File: src/hw/rtl/cpio_odc_pkg.sv
// Shared types, result codes and character tables for the odc archive parser.
package cpio_odc_pkg;

  // Header layout: magic, six-digit fields, eleven-digit mtime and file size
  localparam int          FieldW      = 18;
  localparam int          LongW       = 33;
  localparam int          NumSmall    = 6;
  localparam logic [6:0]  MagicLen    = 7'd6;
  localparam logic [6:0]  SmallDigits = 7'd6;
  localparam logic [6:0]  MtimeFirst  = 7'd48;
  localparam logic [6:0]  NameFirst   = 7'd59;
  localparam logic [6:0]  SizeFirst   = 7'd65;
  localparam logic [6:0]  HdrLast     = 7'd75;
  localparam logic [3:0]  TrailerLen  = 4'd10;

  // Result kinds
  localparam logic [2:0] KIND_NAME   = 3'd0;
  localparam logic [2:0] KIND_HEADER = 3'd1;
  localparam logic [2:0] KIND_DATA   = 3'd2;
  localparam logic [2:0] KIND_END    = 3'd3;
  localparam logic [2:0] KIND_ERROR  = 3'd4;
  localparam logic [2:0] KIND_TRUNC  = 3'd5;

  localparam logic MODE_BYTE = 1'b0;
  localparam logic MODE_EOF  = 1'b1;

  typedef enum logic [2:0] {
    PH_HEADER,
    PH_NAME,
    PH_DATA,
    PH_SKIP,
    PH_STOP
  } phase_t;

  typedef struct packed {
    logic       mode;
    logic [7:0] data_byte;
  } in_item_t;

  typedef struct packed {
    logic [2:0]  kind;
    logic [31:0] dev;
    logic [31:0] inode;
    logic [31:0] file_mode;
    logic [31:0] owner_id;
    logic [31:0] group_id;
    logic [31:0] link_count;
    logic [31:0] mod_time;
    logic [10:0] name_size;
    logic [32:0] file_size;
    logic [7:0]  byte_value;
    logic        last;
  } out_item_t;

  // Results produced by one item: count, then up to two items in order
  typedef struct packed {
    logic [1:0] n;
    out_item_t  first;
    out_item_t  second;
  } push_t;

  // Magic is 070707: even places '0', odd places '7'
  function automatic logic [7:0] magic_char(input logic [2:0] idx);
    return idx[0] ? 8'h37 : 8'h30;
  endfunction

  // Name of the closing entry, TRAILER!!!
  function automatic logic [7:0] trailer_char(input logic [3:0] idx);
    logic [7:0] c;
    case (idx)
      4'd0:    c = 8'h54;
      4'd1:    c = 8'h52;
      4'd2:    c = 8'h41;
      4'd3:    c = 8'h49;
      4'd4:    c = 8'h4C;
      4'd5:    c = 8'h45;
      4'd6:    c = 8'h52;
      4'd7:    c = 8'h21;
      4'd8:    c = 8'h21;
      4'd9:    c = 8'h21;
      default: c = 8'h00;
    endcase
    return c;
  endfunction

  // Result item with all header fields zero
  function automatic out_item_t plain_item(input logic [2:0] kind, input logic [7:0] value,
                                           input logic last);
    out_item_t r;
    r            = '0;
    r.kind       = kind;
    r.byte_value = value;
    r.last       = last;
    return r;
  endfunction

endpackage

File: src/hw/rtl/cpio_odc_core.sv
// Parser state machine: header gathering, name and data echo, trailer detection.
module cpio_odc_core #(
  parameter int NAME_CAPACITY = 1024
) (
  input  logic                   clk,
  input  logic                   rst,
  input  logic                   step,
  input  cpio_odc_pkg::in_item_t item,
  output cpio_odc_pkg::push_t    push,
  output logic                   stopped
);
  import cpio_odc_pkg::*;

  localparam int CapW = $clog2(NAME_CAPACITY + 1);
  localparam int PosW = (CapW > 7) ? CapW : 7;
  localparam logic [FieldW-1:0] Cap = FieldW'(NAME_CAPACITY);

  phase_t                phase, phase_next;
  logic [PosW-1:0]       position, position_next;
  logic [LongW-1:0]      data_left, data_left_next;
  logic [FieldW-1:0]     small_field [NumSmall];
  logic [FieldW-1:0]     small_field_next [NumSmall];
  logic [FieldW-1:0]     name_field, name_field_next;
  logic [LongW-1:0]      time_field, time_field_next;
  logic [LongW-1:0]      size_field, size_field_next;
  logic [NumSmall-1:0]   small_bad, small_bad_next;
  logic                  time_bad, time_bad_next;
  logic                  name_bad, name_bad_next;
  logic                  size_bad, size_bad_next;
  logic                  magic_bad, magic_bad_next;
  logic                  trailer_match, trailer_match_next;

  logic                  digit_ok;
  logic [2:0]            digit;
  logic [6:0]            hpos;
  logic [FieldW-1:0]     pos_inc;
  logic                  name_end;
  logic [7:0]            name_val;
  logic                  hdr_err;
  out_item_t             hdr_item;

  assign digit_ok = (item.data_byte[7:3] == 5'b00110);
  assign digit    = digit_ok ? item.data_byte[2:0] : 3'd0;
  assign hpos     = position[6:0];
  assign pos_inc  = FieldW'(position) + FieldW'(1);
  assign name_end = (pos_inc >= name_field);
  assign name_val = name_end ? 8'h00 : item.data_byte;
  assign stopped  = (phase == PH_STOP);

  // State registers: control cleared at reset, field registers are fully shifted before use
  always_ff @(posedge clk) begin
    if (rst) begin
      phase         <= PH_HEADER;
      position      <= '0;
      data_left     <= '0;
      small_bad     <= '0;
      time_bad      <= 1'b0;
      name_bad      <= 1'b0;
      size_bad      <= 1'b0;
      magic_bad     <= 1'b0;
      trailer_match <= 1'b1;
    end else if (step) begin
      phase         <= phase_next;
      position      <= position_next;
      data_left     <= data_left_next;
      small_bad     <= small_bad_next;
      time_bad      <= time_bad_next;
      name_bad      <= name_bad_next;
      size_bad      <= size_bad_next;
      magic_bad     <= magic_bad_next;
      trailer_match <= trailer_match_next;
    end
  end

  always_ff @(posedge clk) begin
    if (step) begin
      small_field <= small_field_next;
      name_field  <= name_field_next;
      time_field  <= time_field_next;
      size_field  <= size_field_next;
    end
  end

  // Header result built from the values after the final header byte
  always_comb begin
    hdr_item            = '0;
    hdr_item.kind       = KIND_HEADER;
    hdr_item.dev        = small_bad_next[0] ? '1 : 32'(small_field_next[0]);
    hdr_item.inode      = small_bad_next[1] ? '1 : 32'(small_field_next[1]);
    hdr_item.file_mode  = small_bad_next[2] ? '1 : 32'(small_field_next[2]);
    hdr_item.owner_id   = small_bad_next[3] ? '1 : 32'(small_field_next[3]);
    hdr_item.group_id   = small_bad_next[4] ? '1 : 32'(small_field_next[4]);
    hdr_item.link_count = small_bad_next[5] ? '1 : 32'(small_field_next[5]);
    hdr_item.mod_time   = time_bad_next ? '1 : time_field_next[31:0];
    hdr_item.name_size  = name_field_next[10:0];
    hdr_item.file_size  = size_field_next;
    hdr_item.last       = 1'b1;
    hdr_err = magic_bad_next || name_bad_next || (name_field_next == '0) ||
              (name_field_next > Cap) || size_bad_next;
  end

  // Next state and results for the item in the input register
  always_comb begin
    phase_next         = phase;
    position_next      = position;
    data_left_next     = data_left;
    small_field_next   = small_field;
    name_field_next    = name_field;
    time_field_next    = time_field;
    size_field_next    = size_field;
    small_bad_next     = small_bad;
    time_bad_next      = time_bad;
    name_bad_next      = name_bad;
    size_bad_next      = size_bad;
    magic_bad_next     = magic_bad;
    trailer_match_next = trailer_match;
    push               = '0;

    if (step && phase != PH_STOP) begin
      if (item.mode == MODE_EOF) begin
        // End of input: clean end in the header phase, even part way through a header; truncated elsewhere
        push.n     = 2'd1;
        push.first = plain_item((phase == PH_HEADER) ? KIND_END : KIND_TRUNC, 8'h00, 1'b1);
        phase_next = PH_STOP;
      end else begin
        case (phase)
          PH_HEADER: begin
            // Check magic, shift digits into their field
            if (hpos < MagicLen) begin
              if (item.data_byte != magic_char(hpos[2:0])) magic_bad_next = 1'b1;
            end
            for (int i = 0; i < NumSmall; i++) begin
              if (hpos >= MagicLen + 7'(i) * SmallDigits &&
                  hpos < MagicLen + 7'(i + 1) * SmallDigits) begin
                small_field_next[i] = {small_field[i][FieldW-4:0], digit};
                if (!digit_ok) small_bad_next[i] = 1'b1;
              end
            end
            if (hpos >= MtimeFirst && hpos < NameFirst) begin
              time_field_next = {time_field[LongW-4:0], digit};
              if (!digit_ok) time_bad_next = 1'b1;
            end
            if (hpos >= NameFirst && hpos < SizeFirst) begin
              name_field_next = {name_field[FieldW-4:0], digit};
              if (!digit_ok) name_bad_next = 1'b1;
            end
            if (hpos >= SizeFirst) begin
              size_field_next = {size_field[LongW-4:0], digit};
              if (!digit_ok) size_bad_next = 1'b1;
            end
            position_next = position + PosW'(1);
            // Judge the header on its final byte
            if (hpos == HdrLast) begin
              push.n = 2'd1;
              if (hdr_err) begin
                push.first = plain_item(KIND_ERROR, 8'h00, 1'b1);
                phase_next = PH_STOP;
              end else begin
                push.first     = hdr_item;
                data_left_next = size_field_next;
                position_next  = '0;
                phase_next     = PH_NAME;
              end
            end
          end
          PH_NAME: begin
            // Echo name byte, force the last to zero, track the trailer name
            push.n     = 2'd1;
            push.first = plain_item(KIND_NAME, name_val, 1'b1);
            if (position < PosW'(TrailerLen)) begin
              if (name_val != trailer_char(position[3:0])) trailer_match_next = 1'b0;
            end else if (position == PosW'(TrailerLen)) begin
              if (name_val != 8'h00) trailer_match_next = 1'b0;
            end
            position_next = position + PosW'(1);
            if (name_end) begin
              if (trailer_match_next) begin
                if (data_left == '0) begin
                  push.n            = 2'd2;
                  push.first.last   = 1'b0;
                  push.second       = plain_item(KIND_END, 8'h00, 1'b1);
                  phase_next        = PH_STOP;
                end else begin
                  phase_next = PH_SKIP;
                end
              end else if (data_left == '0) begin
                phase_next         = PH_HEADER;
                position_next      = '0;
                small_bad_next     = '0;
                time_bad_next      = 1'b0;
                name_bad_next      = 1'b0;
                size_bad_next      = 1'b0;
                magic_bad_next     = 1'b0;
                trailer_match_next = 1'b1;
              end else begin
                phase_next = PH_DATA;
              end
            end
          end
          PH_DATA: begin
            // Echo data byte, return to header on the last one
            push.n         = 2'd1;
            push.first     = plain_item(KIND_DATA, item.data_byte, 1'b1);
            data_left_next = data_left - LongW'(1);
            if (data_left == LongW'(1)) begin
              phase_next         = PH_HEADER;
              position_next      = '0;
              small_bad_next     = '0;
              time_bad_next      = 1'b0;
              name_bad_next      = 1'b0;
              size_bad_next      = 1'b0;
              magic_bad_next     = 1'b0;
              trailer_match_next = 1'b1;
            end
          end
          PH_SKIP: begin
            // Drop trailer data, end after the last byte
            data_left_next = data_left - LongW'(1);
            if (data_left == LongW'(1)) begin
              push.n     = 2'd1;
              push.first = plain_item(KIND_END, 8'h00, 1'b1);
              phase_next = PH_STOP;
            end
          end
          default: begin
            phase_next = PH_STOP;
          end
        endcase
      end
    end
  end

endmodule

File: src/hw/rtl/cpio_odc_outq.sv
// Four-entry result queue taking up to two items per cycle.
module cpio_odc_outq (
  input  logic                    clk,
  input  logic                    rst,
  input  cpio_odc_pkg::push_t     push,
  output logic                    out_valid,
  input  logic                    out_stall,
  output cpio_odc_pkg::out_item_t out_item,
  output logic [2:0]              level
);
  import cpio_odc_pkg::*;

  out_item_t   mem [4];
  logic [1:0]  head, tail;
  logic [2:0]  count;
  logic        pop;

  assign out_valid = (count != 3'd0);
  assign out_item  = mem[head];
  assign pop       = out_valid && !out_stall;
  assign level     = count;

  // Store pushed items in order
  always_ff @(posedge clk) begin
    if (push.n != 2'd0) mem[tail] <= push.first;
    if (push.n == 2'd2) mem[tail + 2'd1] <= push.second;
  end

  // Advance pointers and fill level
  always_ff @(posedge clk) begin
    if (rst) begin
      head  <= '0;
      tail  <= '0;
      count <= '0;
    end else begin
      tail  <= tail + push.n;
      head  <= head + 2'(pop);
      count <= count + 3'(push.n) - 3'(pop);
    end
  end

endmodule

File: src/hw/rtl/cpio_odc_stream_parser_top.sv
// Top level of the odc archive stream parser: input register, parser, result queue.
//
// Usage: feed archive bytes on the input channel (mode 0 with data_byte), then an
// item with mode 1 to mark end of input. Results leave on the output channel: an
// entry header, the name bytes (last one zero), the data bytes, and a final clean
// end, format error or truncation code. last marks the final result of each item.
// Both channels use valid/stall; an item moves when valid is high and stall low.
// Path: a taken item waits in the input register, then the parser step puts its
// results into the result queue. Throughput: one item per cycle; the
// parser steps only while the four-entry result queue has room for two results,
// so the sustained rate is set by how fast the receiver drains the queue.
// The closing entry of an archive may produce two results in one step.
// Stall: a stalled receiver holds the head result; the queue fills and in_stall
// rises while the input register is occupied. After an end, error or truncation
// result the block consumes and drops every item until reset.
// Reset: synchronous; empties the queue and input register and returns the parser
// to the start of a header.
module cpio_odc_stream_parser_top #(
  parameter int NAME_CAPACITY = 1024
) (
  input  logic                    clk,
  input  logic                    rst,
  input  logic                    in_valid,
  output logic                    in_stall,
  input  cpio_odc_pkg::in_item_t  in_item,
  output logic                    out_valid,
  input  logic                    out_stall,
  output cpio_odc_pkg::out_item_t out_item
);
  import cpio_odc_pkg::*;

  logic        in_reg_valid;
  in_item_t    in_reg;
  logic        advance;
  logic        room;
  logic [2:0]  level;
  logic        stopped;
  push_t       push;

  assign room     = (level <= 3'd2);
  assign advance  = in_reg_valid && room;
  assign in_stall = in_reg_valid && !room;

  // Input register: load on accept, drop once the parser steps
  always_ff @(posedge clk) begin
    if (rst) begin
      in_reg_valid <= 1'b0;
    end else if (in_valid && !in_stall) begin
      in_reg_valid <= 1'b1;
    end else if (advance) begin
      in_reg_valid <= 1'b0;
    end
  end

  always_ff @(posedge clk) begin
    if (in_valid && !in_stall) in_reg <= in_item;
  end

  cpio_odc_core #(
    .NAME_CAPACITY(NAME_CAPACITY)
  ) u_core (
    .clk     (clk),
    .rst     (rst),
    .step    (advance),
    .item    (in_reg),
    .push    (push),
    .stopped (stopped)
  );

  cpio_odc_outq u_outq (
    .clk       (clk),
    .rst       (rst),
    .push      (push),
    .out_valid (out_valid),
    .out_stall (out_stall),
    .out_item  (out_item),
    .level     (level)
  );

`ifndef SYNTH
  a_push_on_step: assert property (@(posedge clk) disable iff (rst)
    (push.n != 2'd0) |-> advance)
    else $error("results pushed without a parser step");

  a_queue_bound: assert property (@(posedge clk) disable iff (rst)
    level <= 3'd4)
    else $error("result queue overfilled");

  a_silent_stop: assert property (@(posedge clk) disable iff (rst)
    stopped |-> (push.n == 2'd0))
    else $error("result produced after stop");

  a_pair_ends: assert property (@(posedge clk) disable iff (rst)
    (push.n == 2'd2) |-> (push.second.kind == KIND_END && push.second.last &&
                          !push.first.last))
    else $error("two-result step not closed by end marker");
`endif

endmodule

File: config.mk
export PLATFORM = sky130hd
export DESIGN_NAME = cpio_odc_stream_parser_top
export DESIGN_NICKNAME = d
export VERILOG_FILES = /design/src/hw/rtl/cpio_odc_pkg.sv /design/src/hw/rtl/cpio_odc_core.sv /design/src/hw/rtl/cpio_odc_outq.sv /design/src/hw/rtl/cpio_odc_stream_parser_top.sv
export SDC_FILE = /design/constraint.sdc
export NUM_CORES = 2
export LEC_CHECK = 0
export BUFFER_PORTS_ARGS = -buffer_cell sky130_fd_sc_hd__buf_2
export CORE_UTILIZATION = 40
export CTS_CLUSTER_DIAMETER = 40
export DETAILED_ROUTE_END_ITERATION = 10
export PLACE_DENSITY = 0.57
export SYNTH_ARGS = -nofsm -noshare
export SYNTH_HDL_FRONTEND = slang
export SYNTH_HIERARCHICAL = 1
export SYNTH_SLANG_ARGS = --single-unit
File: constraint.sdc
create_clock -name clk -period 39.6 [get_ports clk]
set_clock_uncertainty 0.15 [all_clocks]
set_input_delay 1.98 -clock clk [delete_from_list [all_inputs] [get_ports clk]]
set_output_delay 1.98 -clock clk [all_outputs]
set_load 0.02 [all_outputs]
==> impl_metrics.toml <==
[sta]
relSlewSlack_pct = 17.74
fin_hold_ws_ns = 0.3297
max_freq_mhz = 114.8
rsz0062_at_grt = "no"
hold_viol = 0
setup_viol = 0
worst_pin_slew_ns = 1.224
period_needed_ns = 8.715
maxSlewViolCount = 0
period_share_pct = 22.01
fin_tns_setup_ns = 0

[cells_and_area]
final_nets = 4987
layout-drive-gt1-share_pct = 42.79
top_regs = "u_outq/mem (1120), u_core/small_field (108)"
largest_register_ffs = 1120
finalInstanceArea_um2 = 81610
largest_register = "u_outq/mem"
syn_to_final_growth_pct = 13.31
final_core_util_pct = 45.69
fill_cells = 15680

[clock_tree]
cts_inserted_buffers = 220
hold_buffers = 0
htreeDepth = 4
cts_tree = "done"
cts_root_buf = "clkbuf_16"
clock_latency_ns = 0.86
cts_setup_buffers = 0
clk_path_buf_depth = 3
cts_resized = 0
clkTransAtPathRegs_ns = 0.05
cts.sinks = 1393

[worst_setup_path]
critPathMaxStageDelay_ns = 0.84
critPathLaunchType = "register"
crit_required_ns = 39.90
worst-path-buf-inv = 3
path_cells = "ha_1 -> nand2_1 -> or2_2 -> nor2_1 -> xor2_1 -> ha_1 -> nand2_1 -> o21ai_0 -> and4_1 -> a311o_1 -> mux2_2 -> a21o_1 -> nand3_1 -> nor3_1 -> nor2b_1 -> and3_4 -> o21bai_4 -> buf_12 -> buf_4 -> buf_4"
worstSetupPathType = "reg2reg"
slowest_stage = "and3_4"
critical_path.top_delay_family = "simple AND/OR/NAND/NOR gates"
worstPathArrival_ns = 9.02
cp-end-kind = "register"
critPathMaxFanout = 140

[place]
place_area_um2 = 74010
port-buffer-count = 294
place_hpwl_mm = 97.61
gp_congestion = 0.8271

[grt]
grt_pass1_wl_mm = 265.7
grt_max_degree = 141
grt_pass1_vias = 42530
grt_usage_pct = 19.16
antenna_found_initial = 5
grt.overflow.total = 0

[routing]
wl_per_cell_um = 23.36
drt_wl_total_mm = 175.3
ant_nets = 0
drtIter0Drc = 2522
dr_total_vias = 40000
dr.pass1.iters = 5
viasPerCell = 5.328
drc = 0

[floorplan]
die_h_um = 426.3
design.die.area_um2 = 181800
initial_core_util_pct = 40.32
row_count = 155
ioPinCount = 295
dieWidth_um = 426.3
coreArea_um2 = 178600

[outcome]
status = "finished, final reports clean"

[pwr]
ir_drop_v = 0.00004510
leakage_nw = 30.76
pwr_density_cell_nw_per_um2 = 51.66

[synth]
synth_cells = 4749
syn_area_per_cell_um2 = 15.17
netlist_area_um2 = 72020
yosys_warnings = 6

[run]
cap_violations = 0

[hold_path]
worstHoldPathType = "reg2reg"
[worst min-delay path: stages (launching register included)]
cell and delay [ns]:
dfxtp_1 0.30, o21ai_0 0.07, a21oi_1 0.06
[report_power, final]
part           switching [W]  total, W  internal [W]
clock               0.000729   0.00195       0.00122
combinational       0.000355  0.000575      0.000220
sequential         0.0000334   0.00169       0.00166
total                0.00112   0.00422       0.00310
[routing by layer]
layer  vias up  global-route usage [%]  wire (µm)
met5         -                       0          0
met2       820                   32.98      87930
met4         0                   5.114       3283
li1      18370                       -          -
met3       213                   2.892       6554
met1     20600                   25.10      77570
[layout make-up]
| type | count | area (µm²) | area share (%) |
|---|---|---|---|
| multi-input combinational | 2897 | 27520 | 33.72 |
| inverter | 68 | 255.2 | 0.3128 |
| tap | 2355 | 2947 | 3.611 |
| antenna | 3 | 7.507 | 0.009199 |
| clock buffer | 253 | 5639 | 6.910 |
| timing repair buffer | 373 | 2177 | 2.668 |
| clock inverter | 165 | 1956 | 2.396 |
| sequential | 1393 | 41110 | 50.37 |
[cells in the final DEF, fill, tap and decap left out, types with 10 or more instances in the layout]
| master | instances |
|---|---|
| nor4_1 | 13 |
| mux2_1 | 73 |
| bufinv_16 | 29 |
| nor3_1 | 50 |
| a21oi_1 | 125 |
| and2_1 | 16 |
| mux2i_1 | 39 |
| a211oi_1 | 65 |
| o21ai_0 | 74 |
| ha_1 | 20 |
| nand4_1 | 12 |
| mux2_2 | 1144 |
| clkbuf_1 | 32 |
| mux4_2 | 280 |
| nand3_1 | 34 |
| clkinv_1 | 29 |
| clkinv_16 | 10 |
| nor2b_1 | 49 |
| conb_1 | 277 |
| buf_2 | 294 |
| clkbuf_16 | 220 |
| nor2_1 | 143 |
| clkinv_2 | 44 |
| dfxtp_1 | 71 |
| clkinvlp_4 | 23 |
| a31oi_1 | 42 |
| buf_4 | 70 |
| inv_6 | 13 |
| clkinv_4 | 16 |
| nand2_1 | 247 |
| or3_1 | 16 |
| xnor2_1 | 15 |
| inv_1 | 66 |
| edfxtp_1 | 1320 |
| o22ai_1 | 14 |
[path summary, 6_finish.rpt]
check | from | endpoint | slack [ns] | depth (start not counted)
setup / recovery | u_core/position[0]$_SDFFE_PP0P_ | u_outq/mem[2][133]$_DFFE_PP_ | 30.89 | 20
hold / removal | u_core/data_left[15]$_SDFFE_PP0P_ | u_core/data_left[15]$_SDFFE_PP0P_ | 0.33 | 2
setup reg to reg | u_core/position[0]$_SDFFE_PP0P_ | u_outq/mem[2][133]$_DFFE_PP_ | 30.89 | 20
hold reg to reg | u_core/data_left[15]$_SDFFE_PP0P_ | u_core/data_left[15]$_SDFFE_PP0P_ | 0.33 | 2
[stage by stage]
stage | setup WS [ns] | instances | power (W)
after floorplan | 11.60 | 5025 | 0.002149
after global placement | 31.11 | 7086 | 0.002309
after detailed placement | 30.99 | 7086 | 0.002308
after CTS | 30.97 | 7504 | 0.004274
after global routing | 30.49 | 7505 | 0.004369
final | 30.89 | 7507 | 0.004216
Note: power is estimated with default switching activity, not from simulation.
